==> src/sv/ftbp_pkg.sv <==
package ftbp_pkg;

  // Hard ceiling on the bytes of one packed stream.
  localparam int MAX_OUT_BYTES = 4096;

  // Widest element slice that can be taken from one input item.
  localparam int ELEM_W = 16;

  // Up to two full bytes plus one flushed partial byte per item.
  localparam int RES_MAX = 3;

  // Configuration register indexes.
  localparam logic CFG_ELEMENT_BITS = 1'b0;
  localparam logic CFG_MAX_BYTES    = 1'b1;

  // Packer state carried from one item to the next.
  typedef struct packed {
    logic [6:0]  lo_bits;
    logic [2:0]  lo_cnt;
    logic [12:0] emitted;
  } pack_state_t;

  // Bytes produced by one item, plus the state it leaves behind.
  typedef struct packed {
    logic [RES_MAX-1:0][7:0] bytes;
    logic [RES_MAX-1:0]      lasts;
    logic [1:0]              count;
    pack_state_t             state;
  } pack_res_t;

endpackage

==> src/sv/ftbp_if.sv <==
// Input channel: one element per item.
interface ftbp_in_if;
  logic        valid;
  logic        ready;
  logic [15:0] element;
  logic        last_element;

  modport source (output valid, output element, output last_element, input ready);
  modport sink   (input valid, input element, input last_element, output ready);
endinterface

// Result channel: one packed byte per item.
interface ftbp_out_if;
  logic       valid;
  logic       ready;
  logic [7:0] packed_byte;
  logic       last_byte;

  modport source (output valid, output packed_byte, output last_byte, input ready);
  modport sink   (input valid, input packed_byte, input last_byte, output ready);
endinterface

==> src/sv/ftbp_core.sv <==
module ftbp_core (
  input  logic [4:0]           element_bits,
  input  logic [12:0]          max_bytes,
  input  logic [15:0]          element,
  input  logic                 last_element,
  input  ftbp_pkg::pack_state_t state,
  output ftbp_pkg::pack_res_t   res
);

  logic [4:0]  n;
  logic [12:0] lim;
  logic [15:0] mask;
  logic [22:0] acc;
  logic [4:0]  cnt;
  logic [1:0]  full;
  logic        at_lim;
  logic [12:0] room;
  logic [1:0]  emit;
  logic [4:0]  sh0;
  logic [4:0]  sh1;
  logic [12:0] emitted1;
  logic        done;
  logic [2:0]  rem;
  logic [6:0]  lob;
  logic [7:0]  rem_mask;
  logic [7:0]  flush_byte;
  logic [1:0]  total;

  // Slice width and stream limit, both saturated.
  assign n    = (element_bits > 5'd16) ? 5'd16 : element_bits;
  assign lim  = (max_bytes > 13'(ftbp_pkg::MAX_OUT_BYTES)) ?
                13'(ftbp_pkg::MAX_OUT_BYTES) : max_bytes;
  assign mask = 16'((17'd1 << n) - 17'd1);

  // Append the new slice below the pending bits.
  assign acc  = ({16'b0, state.lo_bits} << n) | {7'b0, element & mask};
  assign cnt  = {2'b0, state.lo_cnt} + n;
  assign full = cnt[4:3];

  // Number of full bytes that still fit under the limit.
  assign at_lim = (state.emitted >= lim);
  assign room   = lim - state.emitted;
  always_comb begin
    if (at_lim) begin
      emit = 2'd0;
    end else if (room < {11'b0, full}) begin
      emit = room[1:0];
    end else begin
      emit = full;
    end
  end

  assign sh0      = cnt - 5'd8;
  assign sh1      = cnt - 5'd16;
  assign emitted1 = state.emitted + {11'b0, emit};
  assign done     = (emitted1 >= lim);

  // Bits left pending after the full bytes; all dropped once the limit is hit.
  assign rem        = done ? 3'd0 : cnt[2:0];
  assign rem_mask   = (8'd1 << rem) - 8'd1;
  assign lob        = acc[6:0] & rem_mask[6:0];
  assign flush_byte = {1'b0, lob} << (4'd8 - {1'b0, rem});

  // Assemble the result bytes and the state for the next item.
  always_comb begin
    res.bytes    = '0;
    res.lasts    = '0;
    res.bytes[0] = 8'(acc >> sh0);
    res.bytes[1] = 8'(acc >> sh1);
    res.lasts[0] = ((state.emitted + 13'd1) == lim);
    res.lasts[1] = ((state.emitted + 13'd2) == lim);
    total        = emit;
    res.state.lo_bits = lob;
    res.state.lo_cnt  = rem;
    res.state.emitted = emitted1;
    if (last_element) begin
      if (rem != 3'd0) begin
        res.bytes[emit] = flush_byte;
        res.lasts[emit] = 1'b0;
        total           = emit + 2'd1;
      end
      if (total != 2'd0) begin
        res.lasts[total - 2'd1] = 1'b1;
      end
      res.state = '0;
    end
    res.count = total;
  end

endmodule

==> src/sv/field_to_byte_packer.sv <==
// An accepted item waits in the input register and then loads into the output queue;
// it stays in the input register while the queue still holds bytes that are not leaving.
// Throughput: one item per cycle when it yields at most one byte and the receiver takes
// every byte; otherwise the next item waits until the bytes of the one before drain.
// Reset (rst_n low, synchronous) empties the input stage, the output queue and
// the packer state, and sets element_bits to 15 and max_bytes to 4096.
module field_to_byte_packer (
  input  logic              clk,
  input  logic              rst_n,
  ftbp_in_if.sink           in_ch,
  ftbp_out_if.source        out_ch,
  input  logic              cfg_we,
  input  logic              cfg_index,
  input  logic [12:0]       cfg_data
);

  logic [4:0]  element_bits_r;
  logic [12:0] max_bytes_r;

  logic        in_v_r;
  logic [15:0] in_elem_r;
  logic        in_last_r;

  ftbp_pkg::pack_state_t state_r;
  ftbp_pkg::pack_res_t   core_res;

  logic [7:0] buf_byte_r [ftbp_pkg::RES_MAX];
  logic       buf_last_r [ftbp_pkg::RES_MAX];
  logic [1:0] buf_cnt_r;

  logic pop;
  logic load;
  logic take;

  // Configuration registers.
  always_ff @(posedge clk) begin
    if (!rst_n) begin
      element_bits_r <= 5'd15;
      max_bytes_r    <= 13'd4096;
    end else if (cfg_we) begin
      unique case (cfg_index)
        ftbp_pkg::CFG_ELEMENT_BITS: element_bits_r <= cfg_data[4:0];
        ftbp_pkg::CFG_MAX_BYTES:    max_bytes_r    <= cfg_data;
        default: ;
      endcase
    end
  end

  // Handshakes: an item moves into the queue when the queue is empty or frees now.
  assign pop   = out_ch.valid && out_ch.ready;
  assign load  = in_v_r && ((buf_cnt_r == 2'd0) || ((buf_cnt_r == 2'd1) && pop));
  assign take  = in_ch.valid && in_ch.ready;
  assign in_ch.ready = !in_v_r || load;

  // Input register.
  always_ff @(posedge clk) begin
    if (!rst_n) begin
      in_v_r <= 1'b0;
    end else if (take) begin
      in_v_r <= 1'b1;
    end else if (load) begin
      in_v_r <= 1'b0;
    end
  end

  always_ff @(posedge clk) begin
    if (take) begin
      in_elem_r <= in_ch.element;
      in_last_r <= in_ch.last_element;
    end
  end

  ftbp_core u_core (
    .element_bits (element_bits_r),
    .max_bytes    (max_bytes_r),
    .element      (in_elem_r),
    .last_element (in_last_r),
    .state        (state_r),
    .res          (core_res)
  );

  // Packer state advances once per item.
  always_ff @(posedge clk) begin
    if (!rst_n) begin
      state_r <= '0;
    end else if (load) begin
      state_r <= core_res.state;
    end
  end

  // Output queue: loaded with all bytes of an item, drained from entry zero.
  always_ff @(posedge clk) begin
    if (!rst_n) begin
      buf_cnt_r <= 2'd0;
    end else if (load) begin
      buf_cnt_r <= core_res.count;
    end else if (pop) begin
      buf_cnt_r <= buf_cnt_r - 2'd1;
    end
  end

  always_ff @(posedge clk) begin
    if (load) begin
      for (int i = 0; i < ftbp_pkg::RES_MAX; i++) begin
        buf_byte_r[i] <= core_res.bytes[i];
        buf_last_r[i] <= core_res.lasts[i];
      end
    end else if (pop) begin
      for (int i = 0; i < ftbp_pkg::RES_MAX - 1; i++) begin
        buf_byte_r[i] <= buf_byte_r[i+1];
        buf_last_r[i] <= buf_last_r[i+1];
      end
    end
  end

  assign out_ch.valid       = (buf_cnt_r != 2'd0);
  assign out_ch.packed_byte = buf_byte_r[0];
  assign out_ch.last_byte   = buf_last_r[0];

  // A last item always leaves the packer empty.
  a_last_clears: assert property (@(posedge clk) disable iff (!rst_n)
    load && in_last_r |=> (state_r.lo_cnt == 3'd0) && (state_r.emitted == 13'd0))
    else $error("packer state not cleared after last item");

  // The byte count never passes the hard ceiling.
  a_emitted_cap: assert property (@(posedge clk) disable iff (!rst_n)
    state_r.emitted <= 13'(ftbp_pkg::MAX_OUT_BYTES))
    else $error("emitted byte count above ceiling");

  // The queue holds exactly the bytes of the item just loaded.
  a_load_count: assert property (@(posedge clk) disable iff (!rst_n)
    load |=> buf_cnt_r == $past(core_res.count))
    else $error("output queue count mismatch after load");

  // An item is never loaded over bytes still waiting.
  a_no_overwrite: assert property (@(posedge clk) disable iff (!rst_n)
    load && (buf_cnt_r != 2'd0) |-> pop && (buf_cnt_r == 2'd1))
    else $error("output queue overwritten");

endmodule

==> src/flat_wrapper.sv <==
// flat-port wrapper written by rule: the top's interface ports become plain ports
module field_to_byte_packer_flat 
  (clk, rst_n, cfg_we, cfg_index, cfg_data, in_ch_valid, in_ch_element, in_ch_last_element, in_ch_ready, out_ch_valid, out_ch_packed_byte, out_ch_last_byte, out_ch_ready);
  ftbp_in_if in_ch_i ();
  ftbp_out_if out_ch_i ();
  input  logic clk;
  input  logic rst_n;
  input  logic cfg_we;
  input  logic cfg_index;
  input  logic [12:0] cfg_data;
  input wire logic [$bits(in_ch_i.valid)-1:0] in_ch_valid;
  input wire logic [$bits(in_ch_i.element)-1:0] in_ch_element;
  input wire logic [$bits(in_ch_i.last_element)-1:0] in_ch_last_element;
  output wire logic [$bits(in_ch_i.ready)-1:0] in_ch_ready;
  output wire logic [$bits(out_ch_i.valid)-1:0] out_ch_valid;
  output wire logic [$bits(out_ch_i.packed_byte)-1:0] out_ch_packed_byte;
  output wire logic [$bits(out_ch_i.last_byte)-1:0] out_ch_last_byte;
  input wire logic [$bits(out_ch_i.ready)-1:0] out_ch_ready;
  assign in_ch_i.valid = in_ch_valid;
  assign in_ch_i.element = in_ch_element;
  assign in_ch_i.last_element = in_ch_last_element;
  assign in_ch_ready = in_ch_i.ready;
  assign out_ch_valid = out_ch_i.valid;
  assign out_ch_packed_byte = out_ch_i.packed_byte;
  assign out_ch_last_byte = out_ch_i.last_byte;
  assign out_ch_i.ready = out_ch_ready;
  field_to_byte_packer u_core (.clk(clk), .rst_n(rst_n), .in_ch(in_ch_i), .out_ch(out_ch_i), .cfg_we(cfg_we), .cfg_index(cfg_index), .cfg_data(cfg_data));
endmodule
==> config.mk <==
export PLATFORM = sky130hd
export DESIGN_NAME = field_to_byte_packer_flat
export DESIGN_NICKNAME = d
export VERILOG_FILES = /design/src/sv/ftbp_pkg.sv /design/src/sv/ftbp_if.sv /design/src/sv/ftbp_core.sv /design/src/sv/field_to_byte_packer.sv /design/src/flat_wrapper.sv
export SDC_FILE = /design/constraint.sdc
export NUM_CORES = 1
export LEC_CHECK = 0
export ABC_AREA = 1
export BUFFER_PORTS_ARGS = -buffer_cell sky130_fd_sc_hd__buf_2
export CAP_MARGIN = 20
export CORE_MARGIN = 2
export CORE_UTILIZATION = 63
export CTS_BUF_LIST = sky130_fd_sc_hd__clkbuf_4
export DETAILED_ROUTE_END_ITERATION = 12
export PLACE_DENSITY = 0.78
export SYNTH_ARGS = -nofsm -noshare
export SYNTH_HDL_FRONTEND = slang
export SYNTH_SLANG_ARGS = --single-unit
==> constraint.sdc <==
create_clock -name clk -period 12.5 [get_ports clk]
set_clock_uncertainty 0.2 [all_clocks]
set_input_delay 0.625 -clock clk [delete_from_list [all_inputs] [get_ports clk]]
set_output_delay 0.625 -clock clk [all_outputs]
set_load 0.01 [all_outputs]
==> results by group, run 1 <==
Timing
  • Post-layout minimum cycle time: 8.81 ns
  • Pin slew with the least headroom to its limit: 0.840 ns
  • Achievable frequency: 0.113 GHz
  • Unrepaired setup endpoints after global routing: no
  • Final Hold Viols: 0
  • Final slew viol count: 0
  • Share of the clock period used by the worst path after layout: 70.5%
  • Setup violation total in the final timing report: 0
  • Worst slew margin relative to its limit: 43.6%
  • Final TNS setup: 0 ns

Clocking
  • CTS Hold Buffers Added: 0
  • H-Tree Depth: 3
  • Insertion delay of the later-clocked pin in the worst-skew pair: 0.50 ns
  • Total setup buffers inserted after CTS: 0
  • CTS Root Buffer Type: sky130_fd_sc_hd__clkbuf_4
  • Maximum number of buffers from clock root to sink: 2
  • Clk sinks: 88
  • CTS tree: done
  • Clock-pin transition on the worst setup and hold timing paths: 0.16 ns
  • Clock buffers created by TritonCTS: 9
  • Number of gates given a new drive strength after cts: 0

Synth
  • Most used standard cell by instance count after synthesis: sky130_fd_sc_hd__nand2_1
  • Number of unique standard cell types used by synthesis: 54
  • Mapped Nets: 1,335
  • Area share of the largest cell type after synthesis: 16.7%
  • Register bit total from synthesis: 88
  • Netlist area before placement: 8140 um2
  • Top post-synthesis cells by count: 362 x sky130_fd_sc_hd__nand2_1, 150 x sky130_fd_sc_hd__inv_1, 101 x sky130_fd_sc_hd__nor2_1
  • Number of enable flip-flop cells after synthesis: 44
  • Sequential element share of the synthesized area: 27.1%
  • Library cell with the largest summed area after synthesis: sky130_fd_sc_hd__nand2_1
  • Post-Synthesis Cells: 1,258
  • Async SR Flop Fraction: 0%
  • Number of synthesis warnings: 0
  • Top flip-flop cell by instance count after synthesis: sky130_fd_sc_hd__edfxtp_1
  • Ranking of synthesized cells by area: sky130_fd_sc_hd__nand2_1 17%, sky130_fd_sc_hd__edfxtp_1 16%, sky130_fd_sc_hd__dfxtp_1 11%
  • Mean post-synth cell area: 6.47 um2

Layout
  • Post-layout net count: 1,352
  • Fill cell count: 1,235
  • Share of layout cells above drive strength 1: 10.7%
  • Final cell area excluding filler cells: 8550 um2
  • Final antenna diode count: 0
  • Area growth from synthesis to layout: 5.07%

Worst setup path
  • Critical Path Source Type: flop
  • Endpoint required time on the critical path: 12.55 ns
  • Type of the setup path with the least slack: reg2reg
  • Crit path arrival time: 8.87 ns
  • Maximum fanout along the worst path: 11
  • Capturing element type of the critical path: flop
  • Cell type of the slowest stage on the worst timing path: sky130_fd_sc_hd__dfxtp_1
  • Stage delay of the slowest cell on the critical path: 0.50 ns
  • R2R Path Start: u_core.element_bits_r[4]$_SDFFE_PN0P_
  • Most used cell along the critical path: sky130_fd_sc_hd__nand2_1
  • Launch point of the critical path: u_core.element_bits_r[4]$_SDFFE_PN0P_

Flow run
  • # Max-Cap Violations: 0

Run status
  • Run status: finished, final reports clean

Power
  • Final Power: 1.37 mW
  • Static leakage power: 4.02 nW
  • Max IR drop VDD: 0.0000670 V
  • Ratio of total power to cell area: 160 nW/um2

Min path
  • Worst Hold Class: in2reg
  • Hold Path Origin: in_ch_element[3]

Floorplanning
  • Placement row count: 41
  • Effective utilization at floorplan: 64.5%
  • Std-Cell Core Area: 12,600 um2
  • Die Height: 118 um
  • I/O pin count: 47
  • Die Footprint: 13,800 um2
  • Floorplan die width: 118 um

Route
  • DRT iter0 DRCs: 822
  • DRC viols: 0
  • Wire length per cell after detailed routing: 15.1 um
  • Total length of routed wires: 21.9 mm
  • First-pass iteration count of the detailed router: 5
  • Via count: 8,264
  • Post-detailed-route via-to-cell ratio: 5.69
  • ANT nets after route: 0

Global route
  • Number of global-route vias before repair: 7,433
  • Antenna violations before repair: 0
  • Total congestion overflow after global routing: 0
  • Global-route wire length before repair: 36.3 mm
  • Overall routing resource usage: 32.1%
  • Largest net degree at the start of global routing: 27

Place
  • Number of port buffers: 46
  • Placed Area: 8380 um2
  • Final HPWL DP: 17.2 mm
  • Global placement routability congestion: 1.00
[worst paths after layout]
kind                                        to  slack (ns)  depth (start not counted)
max          u_core.buf_byte_r[0][6]$_DFFE_PP_        3.69                         56
min              u_core.in_elem_r[3]$_DFFE_PP_        0.09                          1
max reg2reg  u_core.buf_byte_r[0][6]$_DFFE_PP_        3.69                         56
min reg2reg    u_core.state_r[18]$_SDFFE_PN0P_        0.29                          2
[layout make-up]
| class | instances | area, um2 | share of cell area, % |
|---|---|---|---|
| well taps | 172 | 215 | 2.52 |
| flip-flops and latches | 88 | 2200 | 25.7 |
| clock buffers | 9 | 67.6 | 0.790 |
| clock inverters | 7 | 92.6 | 1.08 |
| repair buffers | 48 | 249 | 2.91 |
| multi-input cells | 957 | 5080 | 59.4 |
| inverters | 171 | 644 | 7.53 |
[critical path, delay by kind of cell (launching register included)]
kind	cells	cell delay [ns]
simple gates	32	3.24
fa+ha+maj	9	2.59
buf+inv	10	1.26
compound gates	4	0.55
flops	1	0.50
xor+xnor	1	0.23
[registers in the layout, indices dropped and copies added (netlist names), 2 cells and up]
| register | flops |
|---|---|
| u_core.buf_byte_r | 24 |
| u_core.buf_cnt_r | 2 |
| u_core.buf_last_r | 3 |
| u_core.element_bits_r | 5 |
| u_core.in_elem_r | 16 |
| u_core.max_bytes_r | 13 |
| u_core.state_r | 23 |
[per-layer routing]
layer  vias up  wire (um)  global-route usage, %
met2       317       9040                   48.0
met5         -          0                      0
met1      3722      10600                   47.0
met4         0        485                   9.79
met3        46       1720                   5.72
li1       4179          -                      -
[cell families (layout without fill, tap and decap cells)]
logic type | Yosys count | count (layout) | synth area share [%]
AO/OA/AOI/OAI | 238 | 238 | 16.9
buffers and inverters | 213 | 235 | 10.5
flip-flops | 88 | 88 | 27.1
AND/OR/NAND/NOR | 632 | 632 | 34.0
adder cells (fa/ha/maj) | 41 | 41 | 6.49
XOR/XNOR | 37 | 37 | 3.98
multiplexers | 9 | 9 | 1.11
[power by group]
group	switching [mW]	leakage [nW]	internal, mW
logic	0.531	3.14	0.243
registers	0.0221	0.785	0.380
clock network	0.109	0.0924	0.0816
total	0.662	4.02	0.705
[through the flow]
stage	cells	util (%)	setup slack (ns)	hold WS (ns)
final	1452	67.8	3.69	0.0851
after detailed placement	1435	66.4	3.85	0.267
after global placement	1435	66.4	4.16	0.252
after global routing	1452	67.8	2.83	0.0949
after CTS	1451	67.7	3.82	0.0859
after floorplan	1258	-	5.03	0.245
[cell usage in the layout (no fill, tap or decap), types with 8 or more instances in the layout]
cell type,synthesis,layout
sky130_fd_sc_hd__a21oi_1,51,51
sky130_fd_sc_hd__a31oi_1,8,8
sky130_fd_sc_hd__buf_2,1,46
sky130_fd_sc_hd__clkbuf_4,0,9
sky130_fd_sc_hd__dfxtp_1,44,44
sky130_fd_sc_hd__edfxtp_1,44,44
sky130_fd_sc_hd__ha_1,39,39
sky130_fd_sc_hd__inv_1,150,151
sky130_fd_sc_hd__inv_2,15,15
sky130_fd_sc_hd__mux2i_1,9,9
sky130_fd_sc_hd__nand2_1,362,362
sky130_fd_sc_hd__nand2_2,17,17
sky130_fd_sc_hd__nand3_1,77,77
sky130_fd_sc_hd__nand3_2,10,10
sky130_fd_sc_hd__nand4_1,14,14
sky130_fd_sc_hd__nor2_1,101,101
sky130_fd_sc_hd__nor2_2,13,13
sky130_fd_sc_hd__nor3_1,16,16
sky130_fd_sc_hd__o211ai_1,18,18
sky130_fd_sc_hd__o21ai_0,91,91
sky130_fd_sc_hd__o21ai_1,25,25
sky130_fd_sc_hd__o22ai_1,12,12
sky130_fd_sc_hd__xor2_1,33,33
No activity file was read; power rests on OpenSTA's default activity.
==> run 2, diff against run 1 <==
Settings changed: CORE_UTILIZATION 63 to 58, PLACE_DENSITY 0.78 to 0.75.
Clock period 12.5 ns to 7.77 ns, I/O delays scaled along.
==> run 2 against run 1 <==
Net effect:
- flip-flop and latch count is the same
- via count increased by 4.4%
- sequential power rose by 60%
- combinational power grew 82%
- non-clock buffer count increased by 80
- worst hold slack worse by 0.073 ns
- final area increased by 11%
- clock power rose by 53%
- maximum frequency up 21%
- global-route usage increased by 0.65 points
- clock-buffer cell count is the same
- final cell count increased by 6.1%
- critical path type unchanged
==> results by group, run 2 (synthesis results as in run 1) <==
Run status
  • Run status: finished, final reports clean (unchanged)

Worst setup path
  • Type of the setup path with the least slack: reg2reg (unchanged)
  • Most used cell along the critical path: sky130_fd_sc_hd__nand2_1 (unchanged)
  • Crit path arrival time: 7.37 ns (was 8.87 ns)
  • Critical Path Source Type: flop (unchanged)
  • Minimum setup slack among reg-to-reg paths: 0.46 ns (was 3.69 ns)
  • Capturing element type of the critical path: flop (unchanged)
  • Endpoint of the worst register-to-register path: u_core.buf_byte_r[0][7]$_DFFE_PP_ (was u_core.buf_byte_r[0][6]$_DFFE_PP_)
  • R2R Path Start: u_core.element_bits_r[1]$_SDFFE_PN1P_ (was u_core.element_bits_r[4]$_SDFFE_PN0P_)
  • Stage delay of the slowest cell on the critical path: 0.49 ns (was 0.50 ns)
  • Worst reg-to-reg path cell count: 54 (was 56)
  • Cell type of the slowest stage on the worst timing path: sky130_fd_sc_hd__xor2_1 (was sky130_fd_sc_hd__dfxtp_1)
  • Maximum fanout along the worst path: 6 (was 11)
  • Launch point of the critical path: u_core.element_bits_r[1]$_SDFFE_PN1P_ (was u_core.element_bits_r[4]$_SDFFE_PN0P_)
  • Endpoint required time on the critical path: 7.83 ns (was 12.55 ns)

Global route
  • Total congestion overflow after global routing: 0 (unchanged)
  • Overall routing resource usage: 32.7% (was 32.1%)
  • Antenna violations before repair: 1 (was 0)
  • Global-route wire length before repair: 38.6 mm (was 36.3 mm)
  • Number of global-route vias before repair: 7,685 (was 7,433)
  • Largest net degree at the start of global routing: 27 (unchanged)

Floorplanning
  • Floorplan die width: 122 um (was 118 um)
  • Std-Cell Core Area: 13,800 um2 (was 12,600 um2)
  • Effective utilization at floorplan: 59.1% (was 64.5%)
  • Placement row count: 43 (was 41)
  • I/O pin count: 47 (unchanged)
  • Die Footprint: 15,000 um2 (was 13,800 um2)
  • Die Height: 122 um (was 118 um)

Timing
  • Worst setup margin: 0.458 ns (was 3.69 ns)
  • Achievable frequency: 0.137 GHz (was 0.113 GHz)
  • Final slew viol count: 0 (unchanged)
  • Pin slew with the least headroom to its limit: 0.943 ns (was 0.840 ns)
  • Post-layout minimum cycle time: 7.31 ns (was 8.81 ns)
  • Worst slew margin relative to its limit: 36.7% (was 43.6%)
  • Setup violation total in the final timing report: 0 (unchanged)
  • Share of the clock period used by the worst path after layout: 94.1% (was 70.5%)
  • Final Hold Viols: 0 (unchanged)

Clocking
  • Clk sinks: 88 (unchanged)
  • CTS tree: done (unchanged)
  • Clock-pin transition on the worst setup and hold timing paths: 0.15 ns (was 0.16 ns)
  • H-Tree Depth: 3 (unchanged)
  • Clock buffers created by TritonCTS: 9 (unchanged)
  • Maximum number of buffers from clock root to sink: 2 (unchanged)
  • CTS Root Buffer Type: sky130_fd_sc_hd__clkbuf_4 (unchanged)
  • Insertion delay of the later-clocked pin in the worst-skew pair: 0.50 ns (about the same)

Layout
  • Registers with the highest flip-flop counts: u_core.buf_byte_r x24, u_core.state_r x23, u_core.in_elem_r x16 (unchanged)
  • Register name with the most flops: u_core.buf_byte_r (unchanged)
  • Commonest cells after routing, fill and taps aside: 352 x sky130_fd_sc_hd__nand2_1, 144 x sky130_fd_sc_hd__inv_1, 97 x sky130_fd_sc_hd__nor2_1, 90 x sky130_fd_sc_hd__o21ai_0, 75 x sky130_fd_sc_hd__nand3_1 (was 362 x sky130_fd_sc_hd__nand2_1, 151 x sky130_fd_sc_hd__inv_1, 101 x sky130_fd_sc_hd__nor2_1, 91 x sky130_fd_sc_hd__o21ai_0, 77 x sky130_fd_sc_hd__nand3_1)
  • Max FFs per register: 24 (unchanged)
  • Most common cell after layout, fill and taps aside: sky130_fd_sc_hd__nand2_1 (unchanged)
  • Share of layout cells above drive strength 1: 17.2% (was 10.7%)
  • Post-layout net count: 1,432 (was 1,352)
  • Number of non-filler instances in the completed layout: 1,541 (was 1,452)
  • Area growth from synthesis to layout: 16.6% (was 5.07%)

Route
  • Via count: 8,627 (was 8,264)
  • ANT nets after route: 0 (unchanged)
  • Total length of routed wires: 24.3 mm (was 21.9 mm)
  • DRC viols: 0 (unchanged)
  • Wire length per cell after detailed routing: 15.8 um (was 15.1 um)
  • DRT iter0 DRCs: 857 (was 822)
  • Post-detailed-route via-to-cell ratio: 5.60 (was 5.69)
  • First-pass iteration count of the detailed router: 5 (unchanged)

Min path
  • Hold Path Origin: cfg_data[10] (was in_ch_element[3])
  • End point of the worst hold path: u_core.max_bytes_r[10]$_SDFFE_PN0P_ (was u_core.in_elem_r[3]$_DFFE_PP_)
  • Worst Hold Class: in2reg (unchanged)
  • Cell depth of the worst hold path: 3 (was 1)

Power
  • Ratio of total power to cell area: 248 nW/um2 (was 160 nW/um2)
  • Max IR drop VDD: 0.000132 V (was 0.0000670 V)
  • Static leakage power: 4.41 nW (was 4.02 nW)

Place
  • Global placement routability congestion: 0.998 (was 1.00)
  • Final HPWL DP: 18.2 mm (was 17.2 mm)
  • Cells after DPL: 1,477 (was 1,435)
  • Worst setup timing slack at the placement stage: -0.0998 ns (was 3.85 ns)
  • Number of port buffers: 46 (unchanged)

Flow run
  • # Max-Cap Violations: 0 (unchanged)
[run 2: cell count changes in the layout (fill, tap and decap cells not counted), moves of 6 or more]
| cell | change |
|---|---|
| sky130_fd_sc_hd__inv_1 | -7 |
| sky130_fd_sc_hd__ha_1 | -7 |
| sky130_fd_sc_hd__nand2_1 | -10 |
| sky130_fd_sc_hd__buf_4 | +49 |
| sky130_fd_sc_hd__ha_4 | +6 |
| sky130_fd_sc_hd__dlygate4sd3_1 | +30 |
| sky130_fd_sc_hd__nand2_2 | +8 |
[run 2: cell type report]
type	count	area, um2
timing repair buffer	128	928
tap	180	225
clock inverter	7	76.3
fill	1252	4280
sequential	88	2220
multi-input combinational	957	5330
antenna	1	2.50
inverter	171	647
clock buffer	9	67.6
[run 2: layer usage]
layer  vias to the layer above  part of all wire [%]  global-route usage [%]
li1                       4335                     -                       -
met2                       367                    43                    48.0
met5                         -                     0                       0
met4                         0                   2.4                    11.0
met1                      3878                    47                    48.3
met3                        47                   8.3                    5.67
[run 2: what timing repair did]
action	CTS	global route
pin swaps	0	35
setup buffers	0	17
resized for setup	4	64
endpoints found under the hold margin	34	0
endpoints found under the setup margin	14	33
hold buffers	30	0
[run 2: worst max path at each step]
stage                                               to  depth (start not counted)
floorplan            u_core.buf_byte_r[0][6]$_DFFE_PP_                         57
global placement     u_core.buf_byte_r[0][6]$_DFFE_PP_                         55
detailed placement  u_core.buf_byte_r[0][14]$_DFFE_PP_                         55
CTS                 u_core.buf_byte_r[0][13]$_DFFE_PP_                         57
global route         u_core.buf_byte_r[0][6]$_DFFE_PP_                         58
finish               u_core.buf_byte_r[0][7]$_DFFE_PP_                         54
[run 2: report_power, final]
part | switching (mW) | internal [mW] | leakage, nW | total [mW]
combinational | 0.922 | 0.492 | 3.55 | 1.41
clock | 0.191 | 0.101 | 0.0748 | 0.293
sequential | 0.0335 | 0.612 | 0.787 | 0.645
total | 1.15 | 1.20 | 4.41 | 2.35
[run 2: metrics by stage]
stage                     hold slack [ns]  total power [mW]  setup TNS (ns)  util (%)  instance area (um2)
after floorplan                     0.245              1.62               0         -                 8140
after global placement              0.256              1.92               0      62.8                 8650
after detailed placement            0.263              1.94          -0.476      62.8                 8650
after CTS                         0.00649              2.23               0      66.1                 9100
after global routing               0.0269              2.54          -0.814      68.9                 9500
final                              0.0119              2.35               0      68.9                 9500
[run 2: worst max-delay path, delay by kind of cell, from the launching register on]
kind	cells	cell delay, ns
AND/OR/NAND/NOR	33	2.91
adder cells (fa/ha/maj)	6	1.36
AO/OA/AOI/OAI	5	0.88
buffers and inverters	8	0.70
XOR/XNOR	2	0.67
flip-flops	1	0.38
==> run 3, diff against run 2 <==
Settings changed: ABC_AREA 1 to unset, ABC_CLOCK_PERIOD_IN_PS set to 7770, CORE_ASPECT_RATIO set to 1.1, CORE_UTILIZATION 58 to 59, PLACE_DENSITY 0.75 to 0.76.
==> run 3 against run 2 <==
Net effect:
- the flow now finishes with violations (negative setup slack)
- register-to-register slack got worse by 0.64 ns
- critical path depth fell by 13
- global-route usage grew 5.5 points
- sequential power down 0.8%
- first-iteration DRC count grew 50%
- wire length grew 31%
- maximum frequency shrank 8.1%
- synthesized cell count down 8.4%
- critical endpoint is now u_core.buf_byte_r[0][11]$_DFFE_PP_
- highest routed layer unchanged
==> results by group, run 3 <==
Layout
  • Max FFs per register: 24 (unchanged)
  • Commonest cells after routing, fill and taps aside: 160 x sky130_fd_sc_hd__buf_4, 116 x sky130_fd_sc_hd__nand2_1, 78 x sky130_fd_sc_hd__nor2_1, 58 x sky130_fd_sc_hd__o21ai_0, 46 x sky130_fd_sc_hd__buf_2 (was 352 x sky130_fd_sc_hd__nand2_1, 144 x sky130_fd_sc_hd__inv_1, 97 x sky130_fd_sc_hd__nor2_1, 90 x sky130_fd_sc_hd__o21ai_0, 75 x sky130_fd_sc_hd__nand3_1)
  • Post-layout net count: 1,407 (was 1,432)
  • Area growth from synthesis to layout: 28.3% (was 16.6%)
  • Registers with the highest flip-flop counts: u_core.buf_byte_r x24, u_core.state_r x23, u_core.in_elem_r x16 (unchanged)
  • Register name with the most flops: u_core.buf_byte_r (unchanged)
  • Most common cell after layout, fill and taps aside: sky130_fd_sc_hd__buf_4 (was sky130_fd_sc_hd__nand2_1)
  • Share of layout cells above drive strength 1: 28.0% (was 17.2%)

Worst setup path
  • Stage delay of the slowest cell on the critical path: 0.47 ns (was 0.49 ns)
  • Endpoint required time on the critical path: 7.93 ns (was 7.83 ns)
  • Maximum fanout along the worst path: 7 (was 6)
  • Crit path arrival time: 8.11 ns (was 7.37 ns)
  • Most used cell along the critical path: sky130_fd_sc_hd__ha_4 (was sky130_fd_sc_hd__nand2_1)
  • Capturing element type of the critical path: flop (unchanged)
  • Type of the setup path with the least slack: reg2reg (unchanged)
  • Critical Path Source Type: flop (unchanged)
  • Cell type of the slowest stage on the worst timing path: sky130_fd_sc_hd__or4_1 (was sky130_fd_sc_hd__xor2_1)
  • Minimum setup slack among reg-to-reg paths: -0.19 ns (was 0.46 ns)

Run status
  • Failing checks: negative setup slack
  • Run status: finished with violations (was finished, final reports clean)

Clocking
  • CTS tree: done (unchanged)
  • Clock-pin transition on the worst setup and hold timing paths: 0.17 ns (was 0.15 ns)
  • Clk sinks: 88 (unchanged)
  • Clock buffers created by TritonCTS: 9 (unchanged)
  • H-Tree Depth: 3 (unchanged)
  • Maximum number of buffers from clock root to sink: 2 (unchanged)
  • CTS Root Buffer Type: sky130_fd_sc_hd__clkbuf_4 (unchanged)
  • Insertion delay of the later-clocked pin in the worst-skew pair: 0.52 ns (was 0.50 ns)

Synth
  • Post-Synthesis Cells: 1,152 (was 1,258)
  • Ranking of synthesized cells by area: sky130_fd_sc_hd__edfxtp_1 15%, sky130_fd_sc_hd__dfxtp_1 9.7%, sky130_fd_sc_hd__ha_1 5.4% (was sky130_fd_sc_hd__nand2_1 17%, sky130_fd_sc_hd__edfxtp_1 16%, sky130_fd_sc_hd__dfxtp_1 11%)
  • Sequential element share of the synthesized area: 24.3% (was 27.1%)
  • Number of enable flip-flop cells after synthesis: 44 (unchanged)
  • Library cell with the largest summed area after synthesis: sky130_fd_sc_hd__edfxtp_1 (was sky130_fd_sc_hd__nand2_1)
  • Mapped Nets: 1,229 (was 1,335)
  • Area share of the largest cell type after synthesis: 14.6% (was 16.7%)
  • Mean post-synth cell area: 7.85 um2 (was 6.47 um2)
  • Number of unique standard cell types used by synthesis: 94 (was 54)
  • Most used standard cell by instance count after synthesis: sky130_fd_sc_hd__nand2_1 (unchanged)
  • Top post-synthesis cells by count: 121 x sky130_fd_sc_hd__nand2_1, 83 x sky130_fd_sc_hd__nor2_1, 65 x sky130_fd_sc_hd__o21ai_0 (was 362 x sky130_fd_sc_hd__nand2_1, 150 x sky130_fd_sc_hd__inv_1, 101 x sky130_fd_sc_hd__nor2_1)
  • Async SR Flop Fraction: 0% (unchanged)
  • Netlist area before placement: 9050 um2 (was 8140 um2)
  • Top flip-flop cell by instance count after synthesis: sky130_fd_sc_hd__edfxtp_1 (unchanged)
  • Number of synthesis warnings: 0 (unchanged)
  • Register bit total from synthesis: 88 (unchanged)

Floorplanning
  • Die Height: 134 um (was 122 um)
  • Std-Cell Core Area: 15,100 um2 (was 13,800 um2)
  • Die Footprint: 16,300 um2 (was 15,000 um2)
  • Placement row count: 47 (was 43)
  • Floorplan die width: 122 um (about the same)
  • Effective utilization at floorplan: 60.1% (was 59.1%)
  • I/O pin count: 47 (unchanged)

Timing
  • Final slew viol count: 0 (unchanged)
  • Pin slew with the least headroom to its limit: 1.10 ns (was 0.943 ns)
  • Share of the clock period used by the worst path after layout: 102% (was 94.1%)
  • Final Hold Viols: 0 (unchanged)
  • Worst setup margin: -0.185 ns (was 0.458 ns)
  • Setup violation total in the final timing report: 15 (was 0)
  • Worst slew margin relative to its limit: 26.9% (was 36.7%)
  • Unrepaired setup endpoints after global routing: yes
  • Worst hold slack: 0.0228 ns (was 0.0119 ns)
  • Achievable frequency: 0.126 GHz (was 0.137 GHz)
  • Post-layout minimum cycle time: 7.96 ns (was 7.31 ns)

Power
  • Net switching power of the design: 1.07 mW (was 1.15 mW)
  • Switching share of power: 43.7% (was 48.8%)
  • Register share of total power: 26.1% (was 27.4%)
  • Clock power frac: 13.9% (was 12.4%)
  • Share of total power in combinational logic: 59.9% (was 60.1%)
  • Static leakage power: 4.57 nW (was 4.41 nW)
  • Ratio of total power to cell area: 211 nW/um2 (was 248 nW/um2)
  • Max IR drop VDD: 0.000115 V (was 0.000132 V)
  • Cell Int Power: 1.38 mW (was 1.20 mW)

Global route
  • Largest net degree at the start of global routing: 45 (was 27)
  • Number of global-route vias before repair: 9,404 (was 7,685)
  • Global-route wire length before repair: 48.8 mm (was 38.6 mm)
  • Total congestion overflow after global routing: 0 (unchanged)
  • Antenna violations before repair: 1 (unchanged)
  • Overall routing resource usage: 38.2% (was 32.7%)

Route
  • DRT iter0 DRCs: 1,283 (was 857)
  • Total length of routed wires: 31.8 mm (was 24.3 mm)
  • Via count: 10,100 (was 8,627)
  • First-pass iteration count of the detailed router: 6 (was 5)
  • Post-detailed-route via-to-cell ratio: 6.56 (was 5.60)
  • Wire length per cell after detailed routing: 20.8 um (was 15.8 um)
  • DRC viols: 0 (unchanged)
  • ANT nets after route: 0 (unchanged)

Flow run
  • # Max-Cap Violations: 0 (unchanged)

Place
  • Number of port buffers: 46 (unchanged)
  • Global placement routability congestion: 0.938 (was 0.998)
  • Final HPWL DP: 22.9 mm (was 18.2 mm)
  • Worst setup timing slack at the placement stage: -0.278 ns (was -0.0998 ns)

Min path
  • Worst Hold Class: in2reg (unchanged)
run 3: cell families after synthesis:
logic type / after synthesis / synth area share (%)
adder cells (fa/ha/maj): 43 / 6.06
AO/OA/AOI/OAI: 346 / 26.2
multiplexers: 55 / 8.09
XOR/XNOR: 47 / 4.63
flip-flops: 88 / 24.3
AND/OR/NAND/NOR: 436 / 24.2
buffers and inverters: 137 / 6.50
run 3: power by group through the flow:
stage / Combinational (mW) / Sequential [mW] / Clock, mW
global placement: 1.26 / 0.647 / 0
detailed placement: 1.28 / 0.649 / 0
global route: 1.57 / 0.648 / 0.359
CTS: 1.32 / 0.638 / 0.343
finish: 1.47 / 0.640 / 0.342
floorplan: 0.871 / 0.634 / 0
run 3: stage by stage:
| stage | instances | power, mW | area, um2 | TNS [ns] | utilization (%) |
|---|---|---|---|---|---|
| floorplan | 1152 | 1.50 | 9280 | -2.28 | - |
| global placement | 1457 | 1.91 | 10400 | -0.717 | 69.2 |
| detailed placement | 1457 | 1.92 | 10400 | -2.31 | 69.2 |
| CTS | 1514 | 2.30 | 11100 | 0 | 73.8 |
| global route | 1532 | 2.58 | 11600 | -6.94 | 77.1 |
| finish | 1532 | 2.45 | 11600 | -0.893 | 77.1 |
run 3: worst paths after layout:
check / start / endpoint / cells after the start
worst max register to register: u_core.element_bits_r[4]$_SDFFE_PN0P_ / u_core.buf_byte_r[0][11]$_DFFE_PP_ / 41
worst max-delay path: u_core.element_bits_r[4]$_SDFFE_PN0P_ / u_core.buf_byte_r[0][11]$_DFFE_PP_ / 41
worst min-delay path: cfg_we / u_core.element_bits_r[4]$_SDFFE_PN0P_ / 4
worst min register to register: u_core.max_bytes_r[9]$_SDFFE_PN0P_ / u_core.max_bytes_r[9]$_SDFFE_PN0P_ / 2
run 3: timing repair:
action,in CTS,in global routing
pin swaps,26,61
setup buffers,10,19
hold buffers,31,0
gates resized for setup,23,82
endpoints found under the setup margin,19,28
endpoints found under the hold margin,36,0
run 3: cell type report:
| cell class | instances | area (um2) |
|---|---|---|
| fillers | 1129 | 3450 |
| inverters | 55 | 219 |
| repair buffers | 249 | 1880 |
| well taps | 196 | 245 |
| multi-input cells | 927 | 6880 |
| clock buffers | 9 | 67.6 |
| clock inverters | 7 | 113 |
| flip-flops and latches | 88 | 2210 |
| diodes | 1 | 2.50 |
run 3: per-layer routing:
metal / track usage, % / vias up / share of wire (%)
met2: 65.7 / 553 / 50
li1: - / 4631 / -
met4: 20.9 / 0 / 6.1
met3: 4.68 / 144 / 7.4
met5: 0 / - / 0
met1: 46.0 / 4728 / 37
run 3: critical path, delay by kind of cell, from the launching register on:
family                   cells  cell delay, ns
multiplexers                 2            0.41
XOR/XNOR                     1            0.17
buffers and inverters        7            0.44
AO/OA/AOI/OAI                6            1.03
adder cells (fa/ha/maj)      9            2.07
AND/OR/NAND/NOR             16            3.07
flip-flops                   1            0.39
